## src/hw/rtl/csvsn_pkg.sv

```systemverilog
// ----------------------------------------------------------------------------
// csvsn_pkg
// Types and constants shared by the CSV content sniffer modules.
// ----------------------------------------------------------------------------
package csvsn_pkg;

   localparam int CountWidth = 16;
   localparam int LinesWidth = 7;

   localparam logic [LinesWidth-1:0] MaxLines      = 7'd10;
   localparam logic [CountWidth-1:0] ScanLimitReset = 16'd512;
   localparam logic [CountWidth-1:0] MinTotalBytes = 16'd3;
   localparam logic [CountWidth-1:0] MinCommas     = 16'd2;
   localparam logic [LinesWidth-1:0] MinLines      = 7'd2;
   localparam logic [LinesWidth-1:0] MatchMax      = 7'd127;
   localparam logic [7:0]            ByteComma     = 8'h2C;
   localparam logic [7:0]            ByteNewline   = 8'h0A;

   typedef struct packed {
      logic [7:0] data_byte;
      logic       last_byte;
   } byte_item_type;

   typedef struct packed {
      logic                  is_csv;
      logic [LinesWidth-1:0] lines_scanned;
      logic [CountWidth-1:0] commas_scanned;
   } verdict_type;

   typedef struct packed {
      logic [LinesWidth-1:0] lines_ended;
      logic [LinesWidth-1:0] matching_lines;
   } scan_status_type;

   function automatic logic [CountWidth-1:0] sat_inc16(input logic [CountWidth-1:0] v);
      logic [CountWidth-1:0] r;
      r = (v != {CountWidth{1'b1}}) ? v + 1'b1 : v;
      return r;
   endfunction

endpackage

```

## src/hw/rtl/csvsn_if.sv

```systemverilog
// ----------------------------------------------------------------------------
// csvsn channel interfaces
// Valid/ready channels for byte items, verdict items and the scan limit write.
// ----------------------------------------------------------------------------
interface csvsn_req_if;
   logic       valid;
   logic       ready;
   logic [7:0] data_byte;
   logic       last_byte;

   modport source (output valid, output data_byte, output last_byte, input ready);
   modport sink   (input valid, input data_byte, input last_byte, output ready);
endinterface

interface csvsn_rsp_if;
   logic                           valid;
   logic                           ready;
   logic                           is_csv;
   logic [csvsn_pkg::LinesWidth-1:0] lines_scanned;
   logic [csvsn_pkg::CountWidth-1:0] commas_scanned;

   modport source (output valid, output is_csv, output lines_scanned,
                   output commas_scanned, input ready);
   modport sink   (input valid, input is_csv, input lines_scanned,
                   input commas_scanned, output ready);
endinterface

interface csvsn_csr_if;
   logic                           valid;
   logic                           ready;
   logic [csvsn_pkg::CountWidth-1:0] scan_limit;

   modport source (output valid, output scan_limit, input ready);
   modport sink   (input valid, input scan_limit, output ready);
endinterface

```

## src/hw/rtl/csvsn_in_stage.sv

```systemverilog
// ----------------------------------------------------------------------------
// csvsn_in_stage
// Input register for byte items; refills in the cycle it drains.
// ----------------------------------------------------------------------------
module csvsn_in_stage (
   input  logic                     clock,
   input  logic                     reset,
   csvsn_req_if.sink                req,
   input  logic                     take,
   output logic                     item_valid,
   output csvsn_pkg::byte_item_type item
);
   import csvsn_pkg::*;

   logic          valid_ff, valid_in;
   byte_item_type item_ff;
   logic          accept;

   assign req.ready = !valid_ff || take;
   assign accept    = req.valid && req.ready;

   always_comb begin
      valid_in = valid_ff;
      if (accept) begin
         valid_in = 1'b1;
      end else if (take) begin
         valid_in = 1'b0;
      end
   end

   always_ff @(posedge clock) begin
      if (reset) begin
         valid_ff <= 1'b0;
      end else begin
         valid_ff <= valid_in;
      end
   end

   always_ff @(posedge clock) begin
      if (accept) begin
         item_ff.data_byte <= req.data_byte;
         item_ff.last_byte <= req.last_byte;
      end
   end

   assign item_valid = valid_ff;
   assign item       = item_ff;

endmodule

```

## src/hw/rtl/csvsn_scan.sv

```systemverilog
// ----------------------------------------------------------------------------
// csvsn_scan
// Scan counters, scan limit register and the verdict for the last byte.
// ----------------------------------------------------------------------------
module csvsn_scan (
   input  logic                       clock,
   input  logic                       reset,
   input  logic                       step,
   input  csvsn_pkg::byte_item_type   item,
   input  logic                       limit_we,
   input  logic [csvsn_pkg::CountWidth-1:0] limit_data,
   output csvsn_pkg::verdict_type     verdict,
   output csvsn_pkg::scan_status_type status
);
   import csvsn_pkg::*;

   logic [CountWidth-1:0] limit_ff;
   logic [CountWidth-1:0] total_ff, total_in;
   logic [CountWidth-1:0] scanned_ff, scanned_in;
   logic [CountWidth-1:0] comma_ff, comma_in;
   logic [LinesWidth-1:0] lines_ff, lines_in;
   logic [CountWidth-1:0] first_ff, first_in;
   logic [CountWidth-1:0] line_ff, line_in;
   logic [LinesWidth-1:0] match_ff, match_in;
   logic                  in_scan;
   logic [LinesWidth-1:0] half_lines;

   assign in_scan = (scanned_ff < limit_ff) && (lines_ff < MaxLines);

   always_comb begin
      total_in   = sat_inc16(total_ff);
      scanned_in = scanned_ff;
      comma_in   = comma_ff;
      lines_in   = lines_ff;
      first_in   = first_ff;
      line_in    = line_ff;
      match_in   = match_ff;
      if (in_scan) begin
         scanned_in = scanned_ff + 1'b1;
         if (item.data_byte == ByteComma) begin
            comma_in = sat_inc16(comma_ff);
            line_in  = sat_inc16(line_ff);
         end else if (item.data_byte == ByteNewline) begin
            if (lines_ff == '0) begin
               first_in = line_ff;
            end else if (line_ff == first_ff && match_ff < MatchMax) begin
               match_in = match_ff + 1'b1;
            end
            lines_in = lines_ff + 1'b1;
            line_in  = '0;
         end
      end
   end

   assign half_lines = (lines_in - 1'b1) >> 1;

   always_comb begin
      verdict.is_csv = (total_in >= MinTotalBytes) && (comma_in >= MinCommas) &&
                       (lines_in >= MinLines) && (match_in >= half_lines);
      verdict.lines_scanned  = lines_in;
      verdict.commas_scanned = comma_in;
   end

   always_ff @(posedge clock) begin
      if (reset) begin
         limit_ff <= ScanLimitReset;
      end else if (limit_we) begin
         limit_ff <= limit_data;
      end
   end

   always_ff @(posedge clock) begin
      if (reset || (step && item.last_byte)) begin
         total_ff   <= '0;
         scanned_ff <= '0;
         comma_ff   <= '0;
         lines_ff   <= '0;
         first_ff   <= '0;
         line_ff    <= '0;
         match_ff   <= '0;
      end else if (step) begin
         total_ff   <= total_in;
         scanned_ff <= scanned_in;
         comma_ff   <= comma_in;
         lines_ff   <= lines_in;
         first_ff   <= first_in;
         line_ff    <= line_in;
         match_ff   <= match_in;
      end
   end

   assign status.lines_ended    = lines_ff;
   assign status.matching_lines = match_ff;

endmodule

```

## src/hw/rtl/csvsn_rsp_stage.sv

```systemverilog
// ----------------------------------------------------------------------------
// csvsn_rsp_stage
// Output register for verdict items.
// ----------------------------------------------------------------------------
module csvsn_rsp_stage (
   input  logic                   clock,
   input  logic                   reset,
   input  logic                   load,
   input  csvsn_pkg::verdict_type verdict,
   output logic                   can_load,
   csvsn_rsp_if.source            rsp
);
   import csvsn_pkg::*;

   logic        valid_ff, valid_in;
   verdict_type verdict_ff;

   assign can_load = !valid_ff || rsp.ready;

   always_comb begin
      valid_in = valid_ff;
      if (load) begin
         valid_in = 1'b1;
      end else if (rsp.ready) begin
         valid_in = 1'b0;
      end
   end

   always_ff @(posedge clock) begin
      if (reset) begin
         valid_ff <= 1'b0;
      end else begin
         valid_ff <= valid_in;
      end
   end

   always_ff @(posedge clock) begin
      if (load) begin
         verdict_ff <= verdict;
      end
   end

   assign rsp.valid          = valid_ff;
   assign rsp.is_csv         = verdict_ff.is_csv;
   assign rsp.lines_scanned  = verdict_ff.lines_scanned;
   assign rsp.commas_scanned = verdict_ff.commas_scanned;

endmodule

```

## src/hw/rtl/csv_content_sniffer_core.sv

```systemverilog
// ----------------------------------------------------------------------------
// csv_content_sniffer_core
// Scans a byte buffer and gives one CSV verdict on its last byte.
// ----------------------------------------------------------------------------
//  channel    dir  payload                                  transfer
//  req_chan   in   data_byte[7:0], last_byte                valid & ready
//  rsp_chan   out  is_csv, lines_scanned[6:0],              valid & ready
//                  commas_scanned[15:0]
//  csr_chan   in   scan_limit[15:0]                         valid & ready
//
//  One byte item per cycle unless a last byte waits on a full output register.
//  A byte is held in the input register and is counted as it leaves; the
//  verdict of a last byte enters the output register as it leaves. Synchronous
//  reset clears counters, sets scan_limit to 512. Only a last byte waits on a
//  full output register; other bytes pass. csr_chan is always ready.
// ----------------------------------------------------------------------------
module csv_content_sniffer_core (
   input  logic      clock,
   input  logic      reset,
   csvsn_req_if.sink   req_chan,
   csvsn_rsp_if.source rsp_chan,
   csvsn_csr_if.sink   csr_chan
);
   import csvsn_pkg::*;

   logic            item_valid;
   byte_item_type   item;
   logic            advance;
   logic            can_load;
   logic            load;
   verdict_type     verdict;
   scan_status_type status;

   assign csr_chan.ready = 1'b1;

   assign advance = item_valid && (!item.last_byte || can_load);
   assign load    = advance && item.last_byte;

   csvsn_in_stage u_in (
      .clock      (clock),
      .reset      (reset),
      .req        (req_chan),
      .take       (advance),
      .item_valid (item_valid),
      .item       (item)
   );

   csvsn_scan u_scan (
      .clock      (clock),
      .reset      (reset),
      .step       (advance),
      .item       (item),
      .limit_we   (csr_chan.valid),
      .limit_data (csr_chan.scan_limit),
      .verdict    (verdict),
      .status     (status)
   );

   csvsn_rsp_stage u_rsp (
      .clock    (clock),
      .reset    (reset),
      .load     (load),
      .verdict  (verdict),
      .can_load (can_load),
      .rsp      (rsp_chan)
   );

   a_lines_bounded: assert property (@(posedge clock) disable iff (reset)
      status.lines_ended <= MaxLines)
      else $error("line count above limit");

   a_match_below_lines: assert property (@(posedge clock) disable iff (reset)
      (status.matching_lines < status.lines_ended) || (status.matching_lines == '0))
      else $error("matching lines not below ended lines");

   a_last_gives_item: assert property (@(posedge clock) disable iff (reset)
      load |=> rsp_chan.valid)
      else $error("last byte gave no verdict");

   a_last_clears: assert property (@(posedge clock) disable iff (reset)
      load |=> (status.lines_ended == '0 && status.matching_lines == '0))
      else $error("state not cleared after last byte");

endmodule

```

## src/flat_wrapper.sv

```systemverilog
// flat-port wrapper written by rule: the top's interface ports become plain ports
module csv_content_sniffer_core_flat import csvsn_pkg::*;
  (clock, reset, req_chan_valid, req_chan_data_byte, req_chan_last_byte, req_chan_ready, rsp_chan_valid, rsp_chan_is_csv, rsp_chan_lines_scanned, rsp_chan_commas_scanned, rsp_chan_ready, csr_chan_valid, csr_chan_scan_limit, csr_chan_ready);
  csvsn_req_if req_chan_i ();
  csvsn_rsp_if rsp_chan_i ();
  csvsn_csr_if csr_chan_i ();
  input  logic clock;
  input  logic reset;
  input wire logic [$bits(req_chan_i.valid)-1:0] req_chan_valid;
  input wire logic [$bits(req_chan_i.data_byte)-1:0] req_chan_data_byte;
  input wire logic [$bits(req_chan_i.last_byte)-1:0] req_chan_last_byte;
  output wire logic [$bits(req_chan_i.ready)-1:0] req_chan_ready;
  output wire logic [$bits(rsp_chan_i.valid)-1:0] rsp_chan_valid;
  output wire logic [$bits(rsp_chan_i.is_csv)-1:0] rsp_chan_is_csv;
  output wire logic [$bits(rsp_chan_i.lines_scanned)-1:0] rsp_chan_lines_scanned;
  output wire logic [$bits(rsp_chan_i.commas_scanned)-1:0] rsp_chan_commas_scanned;
  input wire logic [$bits(rsp_chan_i.ready)-1:0] rsp_chan_ready;
  input wire logic [$bits(csr_chan_i.valid)-1:0] csr_chan_valid;
  input wire logic [$bits(csr_chan_i.scan_limit)-1:0] csr_chan_scan_limit;
  output wire logic [$bits(csr_chan_i.ready)-1:0] csr_chan_ready;
  assign req_chan_i.valid = req_chan_valid;
  assign req_chan_i.data_byte = req_chan_data_byte;
  assign req_chan_i.last_byte = req_chan_last_byte;
  assign req_chan_ready = req_chan_i.ready;
  assign rsp_chan_valid = rsp_chan_i.valid;
  assign rsp_chan_is_csv = rsp_chan_i.is_csv;
  assign rsp_chan_lines_scanned = rsp_chan_i.lines_scanned;
  assign rsp_chan_commas_scanned = rsp_chan_i.commas_scanned;
  assign rsp_chan_i.ready = rsp_chan_ready;
  assign csr_chan_i.valid = csr_chan_valid;
  assign csr_chan_i.scan_limit = csr_chan_scan_limit;
  assign csr_chan_ready = csr_chan_i.ready;
  csv_content_sniffer_core u_core (.clock(clock), .reset(reset), .req_chan(req_chan_i), .rsp_chan(rsp_chan_i), .csr_chan(csr_chan_i));
endmodule
```

## config.mk

```make
export PLATFORM = sky130hd
export DESIGN_NAME = csv_content_sniffer_core_flat
export DESIGN_NICKNAME = d
export VERILOG_FILES = /design/src/hw/rtl/csvsn_pkg.sv /design/src/hw/rtl/csvsn_if.sv /design/src/hw/rtl/csvsn_in_stage.sv /design/src/hw/rtl/csvsn_scan.sv /design/src/hw/rtl/csvsn_rsp_stage.sv /design/src/hw/rtl/csv_content_sniffer_core.sv /design/src/flat_wrapper.sv
export SDC_FILE = /design/constraint.sdc
export NUM_CORES = 1
export LEC_CHECK = 0
export BUFFER_PORTS_ARGS = -buffer_cell sky130_fd_sc_hd__buf_4
export CORE_MARGIN = 2
export CORE_UTILIZATION = 55
export CTS_BUF_LIST = sky130_fd_sc_hd__clkbuf_4
export DETAILED_ROUTE_END_ITERATION = 6
export GPL_ROUTABILITY_DRIVEN = 1
export HOLD_SLACK_MARGIN = 0.05
export PLACE_DENSITY = 0.74
export SKIP_CTS_REPAIR_TIMING = 1
export SYNTH_ARGS = -nofsm -noshare
export SYNTH_HDL_FRONTEND = slang
export SYNTH_SLANG_ARGS = --single-unit
```

## constraint.sdc

```tcl
create_clock -name clock -period 4.3 [get_ports clock]
set_input_delay 0.215 -clock clock [delete_from_list [all_inputs] [get_ports clock]]
set_output_delay 0.215 -clock clock [all_outputs]
set_load 0.05 [all_outputs]
```

# Word level (Yosys, flattened, before mapping)
# Cells that the tools add are included.
totals:
  reg_bits: 145
  latchBits: 0
  mem_bits_rw: 0
  romBits: 0
  input_bits: 30
  word_cells: 78
  n_memories: 0
op_classes:
  n_addsub: 7
  multipliers: 0
  n_div: 0
  order_cmp: 7
  eq_ne: 7
  shift: 0
  mux: 19
  n_bitwise: 1
  n_reduce_logical: 22
op_table:
  columns: ["cell", "n"]
  rows:
  - ["$mux W16", 7]
  - ["$add A16 B1 Y16 const B", 4]
  - ["$mux W7", 8]
  - ["$ne A16 B16 Y1 const B", 3]
  - ["$ge A16 B2 Y1 const B", 2]
  - ["$eq A16 B16 Y1", 1]
  - ["$lt A16 B16 Y1", 1]
  - ["$add A7 B1 Y7 const B", 2]
  - ["$eq A8 B4 Y1 const B", 1]
  - ["$eq A8 B6 Y1 const B", 1]
  - ["$logic_and A1 B1 Y1", 8]
  - ["$ge A7 B2 Y1 const B", 1]
  - ["$ge A7 B6 Y1", 1]
  - ["$logic_not A7 Y1", 1]
  - ["$lt A7 B4 Y1 const B", 1]
  - ["$lt A7 B7 Y1 const B", 1]
  - ["$sub A7 B1 Y7 const B", 1]
  - ["$reduce_bool A2 Y1", 3]
  - ["$reduce_and A5 Y1", 1]
  - ["$logic_or A1 B1 Y1", 4]
  - ["$mux W1", 4]
  - ["$reduce_and A4 Y1", 1]
  - ["$logic_not A1 Y1", 3]
  - ["$ne A2 B1 Y1 const B", 1]
  - ["other kinds (2)", 2]

# Longest topological paths before layout
# Gate-level depths: netlist (run 1).
depth:
  depth_word: 9
  ltp_mapped: 16
  depth_no_buf: 16

# By module
# Synthesis (run 1) repeated with hierarchy kept, for this count alone.
unflattened:
  cells_unflattened: 835
  area_unflattened_um2: 7709.9
modules_own_cells:
  columns: ["module", "instances", "cells_per_inst", "area_per_inst_um2", "seq_area_each_um2"]
  rows:
  - ["csvsn_scan", 1, 788, 6587.6, 2202.1]
  - ["csvsn_rsp_stage", 1, 28, 767.0, 740.7]
  - ["csvsn_in_stage", 1, 14, 325.3, 290.3]
  - ["csv_content_sniffer_core", 1, 5, 30.0, 0.0]

# Worst setup path after synthesis (run 1)
# No wires, ideal clock.
synth_timing:
  kind: "register to register"
  from: "register u_core.u_scan.limit_ff[15]"
  to: "register u_core.u_rsp.verdict_ff (netlist bit u_core.u_rsp.rsp.is_csv), data pin"
  setup_ps: 256
  t_arrival_ps: 3346
  t_required_ps: 4044
  setup_slack_ps: 697
  stages_incl_launch_ff: 17
  n_path_buf: 0
  synth_period_minus_slack_ps: 3603
  cell_sequence: "dfxtp_1 > inv_1 > ha_1 > nand4_1 > nor3_2 > or4b_4 > nand4_2 > mux2i_1 > ha_1 > inv_1 > ha_1 > nand2b_1 > a21o_1 > a211o_1 > o2111ai_1 > nand3_1 > and4b_1"
synth_rtl:
  columns: ["element", "line_no", "rtl"]
  rows:
  - ["from (decl)", "csvsn_scan.sv:17", "logic [CountWidth-1:0] limit_ff;"]
  - ["from (signal assigned)", "csvsn_scan.sv:66", "limit_ff <= ScanLimitReset;"]
  - ["from (signal assigned)", "csvsn_scan.sv:68", "limit_ff <= limit_data;"]
  - ["to (signal assigned)", "csvsn_rsp_stage.sv:39", "verdict_ff <= verdict;"]
  - ["to (decl)", "csvsn_rsp_stage.sv:16", "verdict_type verdict_ff;"]

==> results of run 1 <==
[logic make-up (layout without fill, tap and decap cells)]
group / after synthesis / in the layout
other: 1 / 1
multiplexers: 41 / 41
XOR/XNOR: 102 / 102
adder cells (fa/ha/maj): 30 / 30
AND/OR/NAND/NOR: 358 / 358
flip-flops: 145 / 145
buffers and inverters: 76 / 171
AO/OA/AOI/OAI: 85 / 85
[cell usage after synthesis, types with 4 or more instances]
library cell  count
a211oi_1          5
a21oi_1          34
a31oi_1           4
and2_1           13
and3_1           13
and4_1            5
buf_2            10
buf_4             4
clkbuf_1         27
dfxtp_1         112
edfxtp_1         33
ha_1             30
inv_1            32
mux2_2            4
mux2i_1          37
nand2_1          75
nand2b_1          5
nand3_1          34
nand4_1          29
nor2_1          118
nor3_1           23
nor4_1            5
o21ai_0          17
or3_1            12
xnor2_1          57
xor2_1           45
[worst register-to-register path, stage by stage (launching register included)]
cell	delay, ps
dfxtp_1	350
inv_1	50
ha_1	300
nand4_1	130
nor3_2	230
or4b_4	510
nand4_2	250
mux2i_1	350
ha_1	290
inv_1	60
ha_1	210
nand2b_1	140
a21o_1	170
a211o_1	280
o2111ai_1	100
nand3_1	90
and4b_1	190
[routing by layer]
metal	GRT usage, %	wire length, µm	vias to the layer above
li1	-	-	3068
met1	26.06	7209	2882
met2	37.29	7957	124
met3	5.122	532	19
met4	7.399	216	0
met5	0	0	-
[sequential cells by signal, summed over array words and instances (netlist names)]
signal / flops
u_core.u_rsp.rsp.commas_scanned: 16
u_core.u_scan.comma_ff: 16
u_core.u_scan.first_ff: 16
u_core.u_scan.limit_ff: 16
u_core.u_scan.line_ff: 16
u_core.u_scan.scanned_ff: 16
u_core.u_scan.total_ff: 16
u_core.u_in.item: 9
u_core.u_rsp.rsp.lines_scanned: 7
u_core.u_scan.lines_ff: 7
u_core.u_scan.match_ff: 7
u_core.u_in.item_valid: 1
u_core.u_rsp.rsp.is_csv: 1
u_core.u_rsp.rsp.valid: 1
[final timing paths]
| check | endpoint | slack (ps) | start | cells after the start |
|---|---|---|---|---|
| setup reg to reg | u_core.u_rsp.rsp.is_csv | 360 | u_core.u_scan.limit_ff[14] | 16 |
| setup / recovery | u_core.u_rsp.rsp.is_csv | 360 | u_core.u_scan.limit_ff[14] | 16 |
| hold / removal | u_core.u_in.item[5] | 360 | req_chan_data_byte[4] | 2 |
| hold reg to reg | u_core.u_scan.scanned_ff[1] | 500 | u_core.u_scan.scanned_ff[1] | 2 |
[layout make-up]
class	instances	share of cell area (%)
Timing Repair Buffer	107	10.46
Sequential cell	145	36.82
Tap cell	176	2.508
Inverter	32	1.368
Clock inverter	14	1.596
Clock buffer	18	1.539
Multi-Input combinational cell	617	45.70
[per-stage QoR]
step	power [mW]	instance area [µm²]	worst slack, ps
floorplan	1.548	7581	697.3
global placement	1.594	8044	526.9
detailed placement	1.600	8044	415.8
CTS	2.443	8319	388.5
global route	2.557	8780	130.4
finish	2.462	8780	356.5
[power groups by stage]
| stage | sequential [mW] | clock, mW | combinational [mW] |
|---|---|---|---|
| floorplan | 1.46 | 0 | 0.0880 |
| global placement | 1.45 | 0 | 0.142 |
| detailed placement | 1.45 | 0 | 0.146 |
| CTS | 1.42 | 0.873 | 0.146 |
| global route | 1.43 | 0.932 | 0.198 |
| finish | 1.42 | 0.857 | 0.182 |
==> flow_summary.toml, run 1 <==
[global_routing]
grt_max_degree = 41
grt_util_all_layers_pct = 21.49
grt_pass1_vias = 5739
grt_pass1_wl_um = 25460
overflow = 0
antenna_found_initial = 0

[clocking]
clock-sinks = 145
cts_made_buffers = 17
clock_latency_ps = 570
cts_buffer_depth = 2
path_clk_slew_ps = 130
root_buffer = "clkbuf_4"
cts_tree = "done"
h-tree-depth = 4

[yosys]
synth_ff_type = "dfxtp_1"
synth_edf_count = 33
synth_top_area_share_pct = 29.58
yosysWarnings = 0
synth_top_family_by_area = "simple AND/OR/NAND/NOR gates"
yosys.cell_types.count = 62
muxShareOfSynthArea_pct = 5.479
synth_compound_area_share_pct = 6.981
synth-xor-area-share_pct = 11.78
syn_avg_cell_area_um2 = 9.047
synth_area_leader_cell = "dfxtp_1"
ys_seq_area_share_pct = 42.65
synthSimpleGateAreaFrac_pct = 23.68
synth_area_um2 = 7581
synth-seq-cells = 145
syn_inst = 838
synth_fa_ha_area_share_pct = 4.951
synth_fp_nets = 898
async_flop_share_pct = 0
netlist_top_cells_area = "dfxtp_1, edfxtp_1, xnor2_1"

[die]
io_pins = 57
dieWidth_um = 121.4
die_area_um2 = 14740
start_util_pct = 56.80
die_h_um = 121.4
core-area_um2 = 13350
floorplan.rows = 42

[critical_path]
crit_type = "reg2reg"
crit_slowest_cell = "or4b_4"
critPathTopFamily = "simple AND/OR/NAND/NOR gates"
cpPeakStageDelay_ps = 510
path_buf_inv = 2
crit_fanout = 8
start_kind = "flip-flop"
crit_arrival_ps = 4260
cp-end-kind = "flip-flop"
cp_common_cell = "ha_1"
crit_chain = "inv_1 > ha_1 > nand4_1 > nor3_2 > or4b_4 > nand4_2 > mux2i_1 > ha_1 > inv_1 > ha_1 > nand2b_1 > a21o_1 > a211o_1 > o2111ai_1 > nand3_1 > and4b_1"
required_ps = 4620

[sta]
relSlewSlack_pct = 32.88
whs_ps = 360.2
tightest_slew_ps = 1002
skew_ps = 22.70
period_needed_ps = 3944
rsz0062_at_grt = "no"
final.setup.tns_ps = 0
setup_viol = 0
final-hold-violation-count = 0
slew_violations = 0
max_freq_mhz = 253.6
timing.final.crit_share_pct = 91.71

[detailed_routing]
num_vias = 6093
drtIter0Drc = 429
ant_nets = 0
totalWireLength_um = 15920
via_per_inst = 5.494
route.detailed.drc = 0
dr.pass1.iters = 5
route.detailed.wl_per_inst_um = 14.35

[pwr]
powerDensity_nw_per_um2 = 280.4
comb_power_share_pct = 7.4
seq_power_share_pct = 57.8
p_leak_nw = 3.491
power.clock.fraction_pct = 34.8
p_sw_share_pct = 25.17
power_switching_mw = 0.6195
internal_power_mw = 1.842
ir_drop_mv = 0.2212

[place]
dp_cells = 1031
place.gp.congestion = 0.8864
port_buffers = 55
dpl.hpwl_um = 10880

[finish]
drive_above_1_share_pct = 11.90
num_antenna_cells = 0
layout_common_cells = "nor2_1, dfxtp_1, nand2_1"
area_delta_synth_final_pct = 15.81
final_util_pct = 65.78
fillers = 1072
regArea_um2 = 3233
num-nets-final = 980
final_cells = 1109
layout_commonest_cell = "nor2_1"
multi_input_area_um2 = 4013

[flow_run]
max_cap_viol_count = 0

[run_status]
outcome = "complete, no violations"

[worst_hold_path]
hold_class = "in2reg"
No activity file was read; power rests on OpenSTA's default activity.
==> run 2, diff against run 1 <==
Clock period 4.3 ns to 4 ns, I/O delays scaled along.
==> run 2 against run 1 <==
- cell area increased by 1.6%
- clock skew is 2.2 ps higher
- total power up 16%
- clock power is 31% higher
- critical path depth unchanged
- sequential power up 8%
==> flow_summary.toml, run 2 (synthesis results as in run 1) <==
[run_status]
outcome = "complete, no violations"

[place]
dpl.hpwl_um = 11240
place_area_um2 = 8082
port_buffers = 55
place.gp.congestion = 0.8935

[detailed_routing]
ant_nets = 0
dr.pass1.iters = 5
route.detailed.wl_per_inst_um = 14.76
via_per_inst = 5.496
totalWireLength_um = 16500
drtIter0Drc = 526
route.detailed.drc = 0
num_vias = 6145

[clocking]
h-tree-depth = 4
clock-sinks = 145
cts_made_buffers = 17
cts_tree = "done"
clock_latency_ps = 590
root_buffer = "clkbuf_4"
path_clk_slew_ps = 130
cts_buffer_depth = 2

[pwr]
ir_drop_mv = 0.2556
powerDensity_nw_per_um2 = 319.3
p_leak_nw = 3.546

[global_routing]
overflow = 0
grt_pass1_vias = 5732
grt_pass1_wl_um = 26110
grt_max_degree = 61
antenna_found_initial = 2
grt_util_all_layers_pct = 22.47

[flow_run]
max_cap_viol_count = 0

[critical_path]
crit_type = "reg2reg"
rr_worst_depth = 16
start_kind = "flip-flop"
r2r_slack_ps = 240
cp-end-kind = "flip-flop"
crit_fanout = 4
crit_arrival_ps = 4110
required_ps = 4350
r2r_end = "u_core.u_rsp.rsp.is_csv"
r2r_start = "u_core.u_scan.limit_ff[14]"

[worst_hold_path]
hold_start = "rsp_chan_ready"
whs_path_depth = 5
min_delay_worst_endpoint = "u_core.u_rsp.rsp.valid"
hold_class = "in2reg"

[sta]
setup_viol = 0
final-hold-violation-count = 0
timing.final.crit_share_pct = 93.94
period_needed_ps = 3757
tightest_slew_ps = 1208
max_freq_mhz = 266.1
rsz0062_at_grt = "no"
final.setup.tns_ps = 0
skew_ps = 24.87
relSlewSlack_pct = 19.47
slew_violations = 0

[die]
io_pins = 57
core-area_um2 = 13350
start_util_pct = 56.80
die_h_um = 121.4
dieWidth_um = 121.4
die_area_um2 = 14740
floorplan.rows = 42

[finish]
drive_above_1_share_pct = 12.66
layout_common_cells = "nor2_1, dfxtp_1, nand2_1"
area_delta_synth_final_pct = 17.69
num-nets-final = 987
layout_commonest_cell = "nor2_1"
postLayoutCellArea_um2 = 8922
run 2: cell count changes in the layout (fill, tap and decap cells not counted), sizes merged:
cell         before  now
buf              61   67
bufinv            2    5
clkinv            6    4
diode             0    2
clkbuf           18   19
clkinvlp          3    2
dlygate4sd3      46   47
inv              35   34
run 2: layout make-up:
cell class / count / area [µm²]
diodes: 2 / 5.005
clock buffers: 19 / 142.6
clock inverters: 13 / 209.0
fillers: 1087 / 4425
inverters: 32 / 120.1
multi-input cells: 617 / 4019
flip-flops and latches: 145 / 3233
well taps: 176 / 220.2
repair buffers: 114 / 973.4
run 2: routing by layer:
layer,GRT usage [%],wire length (µm)
met1,26.64,7414
met2,38.31,8164
met3,5.592,565
met4,10.27,359
met5,0,0
run 2: critical path: stages (launching register included):
cell       delay [ps]
dfxtp_1           360
inv_1              50
ha_1              290
nand4_1           130
nor3_2            150
or4b_4            510
nand4_2           160
mux2i_2           300
ha_2              320
inv_1              60
ha_1              210
nand2b_1          140
a21o_1            190
a211o_1           300
o2111ai_1         100
nand3_1            80
and4b_1           180
run 2: worst max path at each step:
| stage | from | end |
|---|---|---|
| 2_1_floorplan | u_core.u_scan.limit_ff[15] | u_core.u_rsp.rsp.is_csv |
| 3_3_place_gp | u_core.u_scan.limit_ff[15] | u_core.u_rsp.rsp.is_csv |
| 4_1_cts | u_core.u_scan.limit_ff[14] | u_core.u_rsp.rsp.is_csv |
| 3_5_place_dp | u_core.u_scan.limit_ff[15] | u_core.u_rsp.rsp.is_csv |
| 5_1_grt | u_core.u_scan.limit_ff[14] | u_core.u_rsp.rsp.is_csv |
| 6_report | u_core.u_scan.limit_ff[14] | u_core.u_rsp.rsp.is_csv |
run 2: through the flow:
step | hold WS [ps] | util, % | std cells | setup slack (ps) | power (mW)
final | 130.0 | 66.84 | 1118 | 242.5 | 2.849
after global placement | 378.9 | 60.55 | 1036 | 339.4 | 1.717
after detailed placement | 379.5 | 60.55 | 1036 | 210.0 | 1.724
after global routing | 86.22 | 66.84 | 1118 | 1.403 | 2.949
after CTS | -257.3 | 63.18 | 1068 | 194.7 | 2.835
after floorplan | 298.9 | - | 838 | 397.3 | 1.665
run 2: report_power, final:
group          switching [mW]  internal [mW]
Combinational           0.108         0.0930
Sequential             0.0135           1.52
Clock                   0.543          0.574
Total                   0.665           2.18
